$ cat config.mk
export PLATFORM = sky130hd
export DESIGN_NAME = joystick_cursor_tracker
export DESIGN_NICKNAME = d
export VERILOG_FILES = /design/src/design/jct_pkg.sv /design/src/design/jct_front.sv /design/src/design/jct_queue.sv /design/src/design/jct_back.sv /design/src/design/joystick_cursor_tracker.sv
export SDC_FILE = /design/constraint.sdc
export NUM_CORES = 1
export LEC_CHECK = 0
export ABC_CLOCK_PERIOD_IN_PS = 16100
export BUFFER_PORTS_ARGS = -buffer_cell sky130_fd_sc_hd__buf_2
export CAP_MARGIN = 20
export CORE_ASPECT_RATIO = 1.75
export CORE_UTILIZATION = 35
export DETAILED_ROUTE_END_ITERATION = 16
export PLACE_DENSITY = 0.62
export SYNTH_ARGS = -nofsm -noshare
export SYNTH_HDL_FRONTEND = slang
export SYNTH_SLANG_ARGS = --single-unit
$ cat constraint.sdc
create_clock -name clk_i -period 16.1 [get_ports clk_i]
set_input_delay 0.805 -clock clk_i [delete_from_list [all_inputs] [get_ports clk_i]]
set_output_delay 0.805 -clock clk_i [all_outputs]
set_load 0.005 [all_outputs]
$ cat src/design/jct_pkg.sv
// Shared types, constants and the axis dead-zone map for the cursor tracker.
// No dependencies; every module of the block imports this package.
package jct_pkg;

  localparam int unsigned TimeW    = 48;
  localparam int unsigned SampleW  = 12;
  localparam int unsigned PosW     = 16;
  localparam int unsigned StepW    = 5;
  localparam int unsigned PeriodW  = 24;
  localparam int unsigned VisibleW = 28;
  localparam int unsigned LockoutW = 24;
  localparam int unsigned CfgDataW = 28;
  localparam int unsigned CfgIdxW  = 2;

  // dead-zone thresholds on the raw ADC sample
  localparam logic [SampleW-1:0] AxisHighBig   = 12'd3072;
  localparam logic [SampleW-1:0] AxisHighSmall = 12'd2560;
  localparam logic [SampleW-1:0] AxisLowBig    = 12'd512;
  localparam logic [SampleW-1:0] AxisLowSmall  = 12'd1536;

  localparam logic signed [StepW-1:0] StepBig   = 5'sd10;
  localparam logic signed [StepW-1:0] StepSmall = 5'sd3;
  localparam logic signed [StepW-1:0] StepNone  = 5'sd0;

  localparam logic [PeriodW-1:0]  UpdatePeriodRst = 24'd30000;
  localparam logic [VisibleW-1:0] VisibleTimeRst  = 28'd5000000;
  localparam logic [LockoutW-1:0] PressLockoutRst = 24'd200000;
  localparam logic signed [PosW-1:0] CursorRst    = 16'sd120;

  typedef enum logic [CfgIdxW-1:0] {
    CFG_UPDATE_PERIOD = 2'd0,
    CFG_VISIBLE_TIME  = 2'd1,
    CFG_PRESS_LOCKOUT = 2'd2
  } cfg_idx_e;

  typedef logic signed [StepW-1:0] step_t;

  typedef struct packed {
    logic [PeriodW-1:0]  update_period;
    logic [VisibleW-1:0] visible_time;
    logic [LockoutW-1:0] press_lockout;
  } cfg_t;

  // classified tick as it travels through the queue
  typedef struct packed {
    logic [TimeW-1:0] time_us;
    step_t            step_x;
    step_t            step_y;
    logic             button;
  } item_t;

  typedef struct packed {
    logic not_empty;
    logic full;
  } q_status_t;

  function automatic step_t axis_step(input logic [SampleW-1:0] s);
    step_t r;
    if (s > AxisHighBig) begin
      r = StepBig;
    end else if (s > AxisHighSmall) begin
      r = StepSmall;
    end else if (s < AxisLowBig) begin
      r = -StepBig;
    end else if (s < AxisLowSmall) begin
      r = -StepSmall;
    end else begin
      r = StepNone;
    end
    return r;
  endfunction

endpackage

$ cat src/design/jct_front.sv
// Input side: takes ticks, maps both axis samples to steps and pushes the
// classified tick into the queue. Depends on jct_pkg.
module jct_front import jct_pkg::*; (
  input  logic               clk_i,
  input  logic               rst_ni,
  input  logic               in_valid_i,
  output logic               in_stall_o,
  input  logic [TimeW-1:0]   time_us_i,
  input  logic [SampleW-1:0] axis_x_sample_i,
  input  logic [SampleW-1:0] axis_y_sample_i,
  input  logic               button_level_i,
  input  q_status_t          q_status_i,
  output logic               push_o,
  output item_t              push_item_o
);

  logic stall_q;

  // stall_q stays zero, so the port stall is just the queue's full flag
  always_ff @(posedge clk_i or negedge rst_ni) begin
    if (!rst_ni) begin
      stall_q <= 1'b0;
    end else begin
      stall_q <= 1'b0;
    end
  end

  assign in_stall_o = q_status_i.full | stall_q;
  assign push_o     = in_valid_i & ~in_stall_o;

  always_comb begin
    push_item_o.time_us = time_us_i;
    push_item_o.step_x  = axis_step(axis_x_sample_i);
    push_item_o.step_y  = axis_step(axis_y_sample_i);
    push_item_o.button  = button_level_i;
  end

endmodule

$ cat src/design/jct_queue.sv
// Two-entry queue of classified ticks between the front and back parts.
// Depends on jct_pkg for the entry type.
module jct_queue import jct_pkg::*; (
  input  logic      clk_i,
  input  logic      rst_ni,
  input  logic      push_i,
  input  item_t     push_item_i,
  input  logic      pop_i,
  output item_t     pop_item_o,
  output q_status_t status_o,
  output logic [1:0] count_o
);

  item_t      entry_q [2];
  logic       wr_ptr_q, wr_ptr_d;
  logic       rd_ptr_q, rd_ptr_d;
  logic [1:0] count_q, count_d;

  always_comb begin
    wr_ptr_d = wr_ptr_q ^ push_i;
    rd_ptr_d = rd_ptr_q ^ pop_i;
    count_d  = count_q;
    if (push_i && !pop_i) begin
      count_d = count_q + 2'd1;
    end else if (!push_i && pop_i) begin
      count_d = count_q - 2'd1;
    end
  end

  always_ff @(posedge clk_i or negedge rst_ni) begin
    if (!rst_ni) begin
      wr_ptr_q <= 1'b0;
      rd_ptr_q <= 1'b0;
      count_q  <= 2'd0;
    end else begin
      wr_ptr_q <= wr_ptr_d;
      rd_ptr_q <= rd_ptr_d;
      count_q  <= count_d;
    end
  end

  always_ff @(posedge clk_i) begin
    if (push_i) begin
      entry_q[wr_ptr_q] <= push_item_i;
    end
  end

  assign pop_item_o         = entry_q[rd_ptr_q];
  assign status_o.not_empty = (count_q != 2'd0);
  assign status_o.full      = (count_q == 2'd2);
  assign count_o            = count_q;

endmodule

$ cat src/design/jct_back.sv
// Back: holds cursor, timer and button state; applies one queued tick per
// cycle unless out stalls; keeps the result register. Depends on jct_pkg.
module jct_back import jct_pkg::*; (
  input  logic                   clk_i,
  input  logic                   rst_ni,
  input  cfg_t                   cfg_i,
  input  q_status_t              q_status_i,
  input  item_t                  item_i,
  output logic                   pop_o,
  output logic                   out_valid_o,
  input  logic                   out_stall_i,
  output logic                   redraw_o,
  output logic signed [PosW-1:0] position_x_o,
  output logic signed [PosW-1:0] position_y_o,
  output logic                   shown_o
);

  logic [TimeW-1:0]       last_accept_q, last_accept_d;
  logic [TimeW-1:0]       activity_q, activity_d;
  logic [TimeW-1:0]       last_press_q, last_press_d;
  logic signed [PosW-1:0] cursor_x_q, cursor_x_d;
  logic signed [PosW-1:0] cursor_y_q, cursor_y_d;
  logic                   visible_q, visible_d;
  logic                   prev_button_q, prev_button_d;
  logic                   out_valid_q;
  logic                   redraw_q, redraw_d;

  logic [TimeW-1:0] accept_diff, press_diff, activity_diff;
  logic             accept, moved, press, tick_visible;

  assign pop_o = q_status_i.not_empty & (~out_valid_q | ~out_stall_i);

  // all three gaps are taken against the old state in parallel
  assign accept_diff   = item_i.time_us - last_accept_q;
  assign press_diff    = item_i.time_us - last_press_q;
  assign activity_diff = item_i.time_us - activity_q;

  assign accept = accept_diff >= {{(TimeW-PeriodW){1'b0}}, cfg_i.update_period};
  assign moved  = (item_i.step_x != StepNone) | (item_i.step_y != StepNone);
  assign press  = item_i.button & ~prev_button_q &
                  (press_diff > {{(TimeW-LockoutW){1'b0}}, cfg_i.press_lockout});

  // a restarted timer has age zero
  assign tick_visible = (moved | press) ? (cfg_i.visible_time != '0)
                      : (activity_diff < {{(TimeW-VisibleW){1'b0}}, cfg_i.visible_time});

  always_comb begin
    last_accept_d = last_accept_q;
    activity_d    = activity_q;
    last_press_d  = last_press_q;
    cursor_x_d    = cursor_x_q;
    cursor_y_d    = cursor_y_q;
    visible_d     = visible_q;
    prev_button_d = prev_button_q;
    redraw_d      = 1'b0;
    if (accept) begin
      last_accept_d = item_i.time_us;
      if (moved || press) begin
        activity_d = item_i.time_us;
      end
      if (press) begin
        last_press_d = item_i.time_us;
      end
      visible_d     = tick_visible;
      prev_button_d = item_i.button;
      cursor_x_d    = cursor_x_q + PosW'(item_i.step_x);
      cursor_y_d    = cursor_y_q + PosW'(item_i.step_y);
      redraw_d      = moved | press | (tick_visible != visible_q);
    end
  end

  always_ff @(posedge clk_i or negedge rst_ni) begin
    if (!rst_ni) begin
      last_accept_q <= '0;
      activity_q    <= '0;
      last_press_q  <= '0;
      cursor_x_q    <= CursorRst;
      cursor_y_q    <= CursorRst;
      visible_q     <= 1'b1;
      prev_button_q <= 1'b0;
      out_valid_q   <= 1'b0;
    end else begin
      if (pop_o) begin
        last_accept_q <= last_accept_d;
        activity_q    <= activity_d;
        last_press_q  <= last_press_d;
        cursor_x_q    <= cursor_x_d;
        cursor_y_q    <= cursor_y_d;
        visible_q     <= visible_d;
        prev_button_q <= prev_button_d;
        out_valid_q   <= 1'b1;
      end else if (!out_stall_i) begin
        out_valid_q   <= 1'b0;
      end
    end
  end

  always_ff @(posedge clk_i) begin
    if (pop_o) begin
      redraw_q <= redraw_d;
    end
  end

  assign out_valid_o  = out_valid_q;
  assign redraw_o     = redraw_q;
  assign position_x_o = cursor_x_q;
  assign position_y_o = cursor_y_q;
  assign shown_o      = visible_q;

endmodule

$ cat src/design/joystick_cursor_tracker.sv
// Top level of the joystick cursor tracker: configuration registers, front
// classifier, tick queue and back state unit. Depends on jct_pkg.
//
//   channel  direction  handshake                payload
//   in       input      in_valid_i / in_stall_o   time_us, axis_x/y_sample, button_level
//   out      output     out_valid_o / out_stall_i redraw, position_x/y, shown
//   cfg      input      cfg_valid_i / cfg_ready_o cfg_index_i, cfg_data_i
//
// One tick is taken per cycle while in_stall_o is low; a taken tick is written
// into the queue, then applied to the back unit's state registers, which hold the result.
// The back unit compares 48-bit time gaps and applies one tick per clock unless out stalls.
// Reset (rst_ni low) clears the queue, the cursor state and the registers to
// their defaults. An output stall fills the two-entry queue, then stalls input.
module joystick_cursor_tracker import jct_pkg::*; (
  input  logic                   clk_i,
  input  logic                   rst_ni,
  input  logic                   in_valid_i,
  output logic                   in_stall_o,
  input  logic [TimeW-1:0]       time_us_i,
  input  logic [SampleW-1:0]     axis_x_sample_i,
  input  logic [SampleW-1:0]     axis_y_sample_i,
  input  logic                   button_level_i,
  output logic                   out_valid_o,
  input  logic                   out_stall_i,
  output logic                   redraw_o,
  output logic signed [PosW-1:0] position_x_o,
  output logic signed [PosW-1:0] position_y_o,
  output logic                   shown_o,
  input  logic                   cfg_valid_i,
  output logic                   cfg_ready_o,
  input  logic [CfgIdxW-1:0]     cfg_index_i,
  input  logic [CfgDataW-1:0]    cfg_data_i
);

  cfg_t       cfg_q;
  q_status_t  q_status;
  item_t      push_item, pop_item;
  logic       push, pop;
  logic [1:0] q_count;

  assign cfg_ready_o = 1'b1;

  always_ff @(posedge clk_i or negedge rst_ni) begin
    if (!rst_ni) begin
      cfg_q.update_period <= UpdatePeriodRst;
      cfg_q.visible_time  <= VisibleTimeRst;
      cfg_q.press_lockout <= PressLockoutRst;
    end else if (cfg_valid_i && cfg_ready_o) begin
      case (cfg_idx_e'(cfg_index_i))
        CFG_UPDATE_PERIOD: cfg_q.update_period <= cfg_data_i[PeriodW-1:0];
        CFG_VISIBLE_TIME:  cfg_q.visible_time  <= cfg_data_i[VisibleW-1:0];
        CFG_PRESS_LOCKOUT: cfg_q.press_lockout <= cfg_data_i[LockoutW-1:0];
        default: ; // drop writes to unknown indexes
      endcase
    end
  end

  jct_front u_front (
    .clk_i           (clk_i),
    .rst_ni          (rst_ni),
    .in_valid_i      (in_valid_i),
    .in_stall_o      (in_stall_o),
    .time_us_i       (time_us_i),
    .axis_x_sample_i (axis_x_sample_i),
    .axis_y_sample_i (axis_y_sample_i),
    .button_level_i  (button_level_i),
    .q_status_i      (q_status),
    .push_o          (push),
    .push_item_o     (push_item)
  );

  jct_queue u_queue (
    .clk_i       (clk_i),
    .rst_ni      (rst_ni),
    .push_i      (push),
    .push_item_i (push_item),
    .pop_i       (pop),
    .pop_item_o  (pop_item),
    .status_o    (q_status),
    .count_o     (q_count)
  );

  jct_back u_back (
    .clk_i        (clk_i),
    .rst_ni       (rst_ni),
    .cfg_i        (cfg_q),
    .q_status_i   (q_status),
    .item_i       (pop_item),
    .pop_o        (pop),
    .out_valid_o  (out_valid_o),
    .out_stall_i  (out_stall_i),
    .redraw_o     (redraw_o),
    .position_x_o (position_x_o),
    .position_y_o (position_y_o),
    .shown_o      (shown_o)
  );

  a_count_bound: assert property (@(posedge clk_i) disable iff (!rst_ni)
    q_count != 2'd3)
    else $error("tick queue count beyond its depth");

  a_push_lands: assert property (@(posedge clk_i) disable iff (!rst_ni)
    (in_valid_i && !in_stall_o) |=> (q_count != 2'd0))
    else $error("accepted tick missing from the queue");

  a_pop_feeds_out: assert property (@(posedge clk_i) disable iff (!rst_ni)
    pop |=> out_valid_o)
    else $error("applied tick produced no result");

  a_full_stalls: assert property (@(posedge clk_i) disable iff (!rst_ni)
    (q_count == 2'd2) |-> in_stall_o)
    else $error("input taken while the queue is full");

endmodule

==> qor.csv, run 1 <==
metric,value,unit
period_minus_slack,7220,ps
cap_violations,0,
period_share,44.9,%
io_buffers,143,
routabilityCongestion,0.912,
async_reset_ff_share,69.3,%
dieWidth,211,um
multi_input_area,15300,um^2
synth_seq_cells,374,
die_height,368,um
antenna_found_initial,5,
critPathMaxFanout,49,
io-pin-count,145,
setup_violations,0,
grt_max_degree,145,
worst-endpoint-arrival,7660,ps
grt_first_pass_wirelength,119000,um
cts_buffer_depth,3,
areaGrowthSynthToFinish,10.8,%
worst_slack,8880,ps
post-place-ws,8850,ps
r2r_start,u_queue.rd_ptr_q,
grt_overflow,0,
synth_edf_count,115,
ctsHoldBuffers,0,
crit_type,reg2reg,
ctsResizeCount,0,
skew,31.9,ps
firstDrtPassIters,6,
syn_area,26800,um^2
cts.sinks,374,
drive_above_1_share,19.9,%
cts_tree,done,
hold_viol,0,
finish.utilization,39.4,%
cts_buffers,38,
wirelength,76200,um
avgSynthCellArea,9.88,um^2
synth.distinct_cells,90,
cts_root_buf,clkbuf_16,
worst_ep_required_time,16540,ps
tns,0,ps
seqCellArea,9970,um^2
core.rowCount,133,
fin_nets,3180,
cts_htree_levels,2,
dp_hpwl,60300,um
max_slew_margin,32.1,%
clk_latency,580,ps
postCtsSetupRepairBufs,0,
ys_warn_count,0,
synth-seq-area-share,37.2,%
initial_utilization,35.6,%
clock.fmax,0.138,GHz
setup.worst_path.end_class,register,
num-fill-cells,7489,
rsz0062_at_grt,false,
grt_pass1_vias,21100,
drv_slew,0,
drt_iter0_drc,966,
worstMarginPinSlew,1020,ps
startpoint_type,register,
synth_flop_cell,dfrtp_1,
cp-startpoint,u_queue.rd_ptr_q,
status,"complete, no violations",
via_per_inst,5.34,
num_vias,20600,
clk_pin_slew,70,ps
wl_per_cell,19.7,um
coreArea,75400,um^2
ant_nets,0,
hold_class,in2async,
synth_nets,3076,
hold_ws,293,ps
grt_usage,19.7,%
rrSetupSlack,8880,ps
syn_inst,2713,
drc_errors,0,
die-area,77700,um^2
metrics by stage:
| step | cells | cell area [um^2] |
|---|---|---|
| floorplan | 2713 | 26800 |
| global placement | 3789 | 28400 |
| detailed placement | 3789 | 28400 |
| CTS | 3858 | 29700 |
| global route | 3860 | 29700 |
| finish | 3860 | 29700 |
cell type report:
type | instances | share of cell area (%)
multi-input combinational | 1969 | 51.4
clock buffer | 50 | 3.59
antenna | 2 | 0.0169
inverter | 278 | 3.51
clock inverter | 19 | 0.780
tap | 1012 | 4.26
timing repair buffer | 156 | 2.81
sequential | 374 | 33.6
kinds of logic (layout without fill, tap and decap cells):
group / after synthesis / after routing / share of synthesized area, %
other: 1 / 3 / 0.0140
adder cells (fa/ha/maj): 255 / 255 / 12.0
AND/OR/NAND/NOR: 618 / 618 / 11.7
XOR/XNOR: 137 / 137 / 4.48
multiplexers: 299 / 299 / 13.0
buffers and inverters: 370 / 503 / 5.85
flip-flops: 374 / 374 / 37.2
AO/OA/AOI/OAI: 659 / 659 / 15.7
worst max-delay path, cell delays in order (launching register included):
cell,delay [ps]
dfrtp_2,510
buf_4,610
mux2_2,520
ha_1,400
and3_1,250
nand2_1,110
or3_1,370
a211oi_1,360
nor2_1,130
o31a_1,330
xnor2_1,130
ha_1,170
o21bai_1,160
nor4_1,250
nand4_1,160
a211oi_1,230
nand4_1,130
nor4_1,370
nand4_4,290
nand2_4,480
buf_4,640
mux2_2,410
worst paths after layout:
kind,endpoint,cells after the start
max,u_back.last_accept_q[44],21
min,cfg_q[49],1
max reg2reg,u_back.last_accept_q[44],21
min reg2reg,u_back.position_x_o[15],1
max in group asynchronous,u_back.position_y_o[1],2
min in group clk_i,u_queue.entry_q[0][55],1
metal layers:
metal	share of wire (%)	wire length (um)	vias up	track usage (%)
li1	-	-	10000	-
met1	36	27400	9964	20.0
met2	53	40200	426	36.7
met3	2.5	1900	204	1.69
met4	8.8	6710	4	15.3
met5	0.025	19	-	0
synth_stat cells (all sizes together) (35+ instances only):
library cell / n / area, um^2
xnor2: 97 / 850
inv: 278 / 1040
xor2: 40 / 350
mux2: 283 / 3340
nand3: 55 / 285
a21o: 45 / 338
a21oi: 228 / 1160
dfrtp: 229 / 5730
nor3: 35 / 175
edfxtp: 115 / 3450
clkbuf: 60 / 229
o21ai: 147 / 736
nor2: 116 / 435
nand2: 191 / 724
ha: 250 / 3130
nand4: 49 / 322
flip-flops by register name (all words and copies together), names as in the netlist, 2 cells and up:
| signal | cells |
|---|---|
| u_back.position_x_o | 16 |
| u_queue.count_o | 2 |
| u_back.activity_q | 48 |
| u_back.position_y_o | 16 |
| u_back.last_press_q | 48 |
| u_queue.entry_q | 114 |
| cfg_q | 76 |
| u_back.last_accept_q | 48 |
cell usage in the layout (no fill, tap or decap), types with 25 or more instances in the layout:
cell type	instances
a211oi_1	27
a21o_1	45
a21oi_1	223
buf_2	142
clkbuf_16	39
dfrtp_1	228
dfstp_2	30
edfxtp_1	115
ha_1	248
inv_1	278
mux2_2	232
mux2_4	40
nand2_1	190
nand2b_1	25
nand3_1	53
nand4_1	48
nor2_1	116
nor3_1	35
o21ai_0	139
o21bai_1	30
xnor2_1	97
xor2_1	40
Power of run 1 is not shown: default switching activity piles up to over one toggle a cycle in this logic, so the estimate is an artifact.
==> inputs of run 2 (changes only) <==
Settings changed: ABC_AREA set to 1, ABC_CLOCK_PERIOD_IN_PS 16100 to 7450, PLACE_DENSITY 0.62 to 0.61.
Clock period 16.1 ns to 7.45 ns, I/O delays scaled along.
==> run 2 against run 1 <==
Design area up 12%. Die area increased by 10%. Flip-flop and latch count is the same. Synthesized cell count grew 57%. Critical path depth grew 4. Count of clock-buffer cells in the layout decreased by 1. Maximum frequency grew 4.9%. First-iteration DRC count is 63% higher. Clock skew down 6.7 ps. Wire length is 36% higher. Final cell count up 44%. Highest routed layer unchanged.
==> qor.csv, run 2 <==
metric,value,unit
tns,0,ps
ctsResizeCount,0,
antenna_found_initial,1,
multi_input_area,16300,um^2
async_reset_ff_share,69.3,%
cpPeakStageDelay,690,ps
grt_pass1_vias,27700,
synth_edf_count,115,
io_buffers,143,
io-pin-count,145,
cp_slowest_cell,nand2_2,
rrSetupSlack,570,ps
cp-startpoint,u_queue.rd_ptr_q,
dieWidth,222,um
grt_usage,24.2,%
critPathTopFamily,simple AND/OR/NAND/NOR gates,
die_height,387,um
cp.buffers_inverters,2,
drive_above_1_share,8.46,%
synth_seq_cells,374,
clk_pin_slew,70,ps
yosysTopAreaCellShare,19.4,%
ys_top_cells_by_count,"nand2_1, inv_1, nor2_1",
grtUsageMet1,23.7,%
firstDrtPassIters,8,
areaGrowthSynthToFinish,12.0,%
synth_flop_cell,dfrtp_1,
hold_class,in2reg,
endpoint,u_back.activity_q[9],
grt_first_pass_wirelength,157000,um
status,"complete, no violations",
coreArea,83600,um^2
wl_per_cell,18.7,um
rsz0062_at_grt,false,
grt_max_degree,145,
ys_warn_count,0,
cts.sinks,374,
routabilityCongestion,0.996,
initial_utilization,35.4,%
reg_top3,"u_queue.entry_q x114, cfg_q x76",
cpMostUsedCell,nand2_1,
r2r_start,u_queue.rd_ptr_q,
max_slew_margin,34.6,%
die-area,85800,um^2
period_minus_slack,6880,ps
fin_nets,4811,
yosysTopAreaCell,dfrtp_1,
synthTopCellsByArea,"dfrtp_1, nand2_1, edfxtp_1",
gr-max-usage-layer,met2,
cts_buffer_depth,3,
setup_violations,0,
setup.worst_path.end_class,register,
clock.fmax,0.145,GHz
num_vias,27200,
drc_errors,0,
final_common_cell,nand2_1,
seqCellArea,9970,um^2
dp_hpwl,84200,um
largest_register_ffs,114,
antenna_cells,0,
worstHoldPathCells,3,
wirelength,104000,um
critPathMaxFanout,48,
synth.distinct_cells,53,
period_share,92.4,%
core.rowCount,140,
clk_latency,590,ps
ant_nets,0,
via_per_inst,4.91,
drv_slew,0,
reg2reg_to,u_back.activity_q[9],
crit_cells,25,
drt_iter0_drc,1579,
yosysMostFrequentCell,nand2_1,
layout_common_cells,"nand2_1, inv_1, nor2_1",
worstMarginPinSlew,971,ps
worst_ep_required_time,7960,ps
met3_usage,1.82,%
grt_overflow,0,
hold_viol,0,
grt_util_met2,47.9,%
synth_nets,4635,
worst-endpoint-arrival,7390,ps
cts_root_buf,clkbuf_16,
r2r_cells,25,
syn_inst,4272,
avgSynthCellArea,6.93,um^2
cts_buffers,40,
startpoint_type,register,
cts_tree,done,
cts_htree_levels,2,
crit_type,reg2reg,
regMostFlops,u_queue.entry_q,
synth-seq-area-share,33.7,%
num-fill-cells,8882,
skew,25.3,ps
syn_area,29600,um^2
cap_violations,0,
-- run 2: cell types whose count changed after synthesis, moves of 25 or more --
cell      delta
o21ai_0     +36
nor2_1     +169
o21ai_2     +31
nand3_1    +151
nand2b_1    -25
xnor2_1     -58
mux2_2     -181
clkbuf_1    -36
a21o_1      -36
mux2_4      -40
xor2_1      +33
a211oi_1    -26
inv_1      +508
nand2_1   +1293
-- run 2: kinds of logic after synthesis --
family                   count (synthesis)  share of synthesized area [%]
AND/OR/NAND/NOR                       2115                           29.0
XOR/XNOR                               112                           3.31
flip-flops                             374                           33.7
buffers and inverters                  856                           11.5
multiplexers                            52                           1.97
adder cells (fa/ha/maj)                255                           10.9
AO/OA/AOI/OAI                          507                           9.56
other                                    1                         0.0127
-- run 2: how the worst min path moves through the flow --
stage / slack, ps / endpoint / start
after CTS: 6 / cfg_q[50] / cfg_data_i[26]
after global routing: 30 / u_queue.entry_q[0][32] / time_us_i[21]
after global placement: 360 / cfg_q[29] / rst_ni
after floorplan: 80 / cfg_q[0] / rst_ni
after detailed placement: 370 / cfg_q[29] / rst_ni
final: 40 / cfg_q[50] / cfg_data_i[26]
-- run 2: area by class of cell --
type / instances / area share, %
clock inverter: 23 / 0.736
multi-input combinational: 3042 / 49.0
clock buffer: 49 / 3.31
tap: 1065 / 4.02
timing repair buffer: 201 / 3.93
inverter: 789 / 8.94
sequential: 374 / 30.1
-- run 2: tightest hold or removal path, stage by stage --
cell and delay [ps]:
buf_2 70, nor2_1 30, a21oi_1 100
-- run 2: routing by layer --
| metal | share of wire [%] | wire length, um | vias to the layer above |
|---|---|---|---|
| li1 | - | - | 13800 |
| met3 | 2.5 | 2600 | 249 |
| met2 | 54 | 56300 | 587 |
| met1 | 36 | 37300 | 12600 |
| met4 | 7.1 | 7390 | 2 |
| met5 | 0.016 | 17 | - |
-- run 2: through the flow --
step	utilization (%)	worst slack [ps]	hold WS [ps]	instances	area, um^2
after floorplan	-	2480	76.9	4272	29600
after global placement	37.6	549	363	5426	31400
after detailed placement	37.6	492	369	5426	31400
after CTS	39.7	454	5.71	5541	33100
after global routing	39.7	37.6	30.2	5543	33200
final	39.7	565	35.2	5543	33200
-- run 2: timing repair --
item | 4_1_cts | 5_1_grt
setup buffers | 0 | 0
endpoints found under the hold margin | 138 | 0
hold buffers | 43 | 0
Power of run 2 is left out for the same reason.
==> inputs of run 3 (changes only) <==
Settings changed: ABC_AREA 1 to not set, CAP_MARGIN 20 to 10, PLACE_DENSITY 0.61 to 0.62, REMOVE_ABC_BUFFERS set to 1.
==> run 3 against run 2 <==
Die area fell by 9.4%. Clock skew fell by 4.6 ps. Final cell count is 30% lower. Sequential share of layout area is 3.0 points higher. Register-to-register slack better by 350 ps. Non-clock buffer count down 2. Largest cell class unchanged.
==> qor.csv, run 3 (synthesis results as in run 1) <==
metric,value,unit
cp-startpoint,u_queue.rd_ptr_q,
crit_chain,buf_12 -> mux2_2 -> ha_1 -> a2111o_1 -> o21ai_0 -> and2_1 -> o21ai_0 -> a21o_1 -> a21oi_1 -> xnor2_1 -> ha_1 -> nand3_1 -> nor4_1 -> a221oi_1 -> nand2b_1 -> o221ai_1 -> o311ai_1 -> or4_4 -> nor4_4 -> a21boi_1 -> nand3_2 -> buf_12 -> mux2_2,
grt_first_pass_wirelength,119000,um
drt_iter0_drc,1070,
cts_buffer_depth,3,
cts_root_buf,clkbuf_16,
hold_class,in2reg,
layout_common_cells,"inv_1, ha_1, mux2_2",
dieWidth,211,um
cp.buffers_inverters,2,
io-pin-count,145,
cap_violations,0,
antenna_cells,0,
largest_register_ffs,114,
worst-endpoint-arrival,6970,ps
wirelength,76200,um
max_slew_margin,35.0,%
setup.worst_path.end_class,register,
crit_type,reg2reg,
status,"complete, no violations",
die_height,368,um
clk_latency,570,ps
worstMarginPinSlew,976,ps
grt_max_degree,117,
rsz0062_at_grt,false,
gr-max-usage-layer,met2,
io_buffers,143,
startpoint_type,register,
dp_hpwl,60400,um
antenna_found_initial,1,
hold_viol,0,
drive_above_1_share,19.6,%
core.rowCount,133,
dpl_cell_area,28400,um^2
routabilityCongestion,0.949,
areaGrowthSynthToFinish,12.4,%
critPathMaxFanout,53,
cts_buffers,39,
fin_nets,3224,
cts_tree,done,
design_area,30100,um^2
cp_slowest_cell,or4_4,
ant_nets,0,
grtUsageMet1,20.3,%
via_per_inst,5.29,
num-fill-cells,7492,
initial_utilization,35.6,%
wl_per_cell,19.5,um
tns,0,ps
ctsResizeCount,0,
num_vias,20700,
grt_util_met2,36.9,%
reg_top3,"u_queue.entry_q x114, cfg_q x76",
grt_usage,19.7,%
period_minus_slack,6530,ps
setup_violations,0,
grt_pass1_vias,20900,
met3_usage,2.00,%
ctsHoldBuffers,45,
drv_slew,0,
postCtsSetupRepairBufs,0,
cts_htree_levels,2,
clock.fmax,0.153,GHz
skew,20.7,ps
regMostFlops,u_queue.entry_q,
final_common_cell,inv_1,
firstDrtPassIters,5,
hold_ws,25.1,ps
drc_errors,0,
cts.sinks,374,
clk_pin_slew,60,ps
grt_overflow,0,
r2r_start,u_queue.rd_ptr_q,
min_from,time_us_i[38],
critPathTopFamily,compound AO/OA/AOI/OAI gates,
cpPeakStageDelay,560,ps
die-area,77700,um^2
worst_ep_required_time,7890,ps
period_share,87.7,%
coreArea,75400,um^2
-- run 3: routing by layer --
layer / part of all wire, % / vias up / routed length, um
met5: 0.017 / - / 13
met4: 7.7 / 2 / 5880
met3: 2.8 / 182 / 2130
met2: 53 / 400 / 40200
met1: 37 / 9950 / 28000
li1: - / 10100 / -
-- run 3: area by class of cell --
type / instances / area, um^2 / share of cell area (%)
multi-input combinational: 1969 / 15300 / 50.8
timing repair buffer: 199 / 1310 / 4.34
clock inverter: 24 / 173 / 0.573
inverter: 278 / 1040 / 3.46
clock buffer: 48 / 1060 / 3.53
sequential: 374 / 9970 / 33.1
tap: 1012 / 1270 / 4.20
-- run 3: worst paths after layout --
| check | end | slack (ps) | cells past startpoint |
|---|---|---|---|
| worst max-delay path | u_back.last_press_q[47] | 920 | 23 |
| worst min-delay path | u_queue.entry_q[1][49] | 30 | 1 |
| worst max register to register | u_back.last_press_q[47] | 920 | 23 |
| worst min register to register | u_back.position_y_o[15] | 490 | 1 |
| max in group asynchronous | cfg_q[50] | 5810 | 3 |
| min in group asynchronous | u_back.out_valid_o | 430 | 2 |
-- run 3: through the flow --
stage               setup WS [ps]  utilization [%]  cells
global placement              985             37.7   3787
detailed placement            974             37.7   3787
CTS                           889             40.0   3904
finish                        915             40.0   3904
global route                  348             40.0   3904
floorplan                     274                -   2621
Power of run 3 is left out for the same reason.
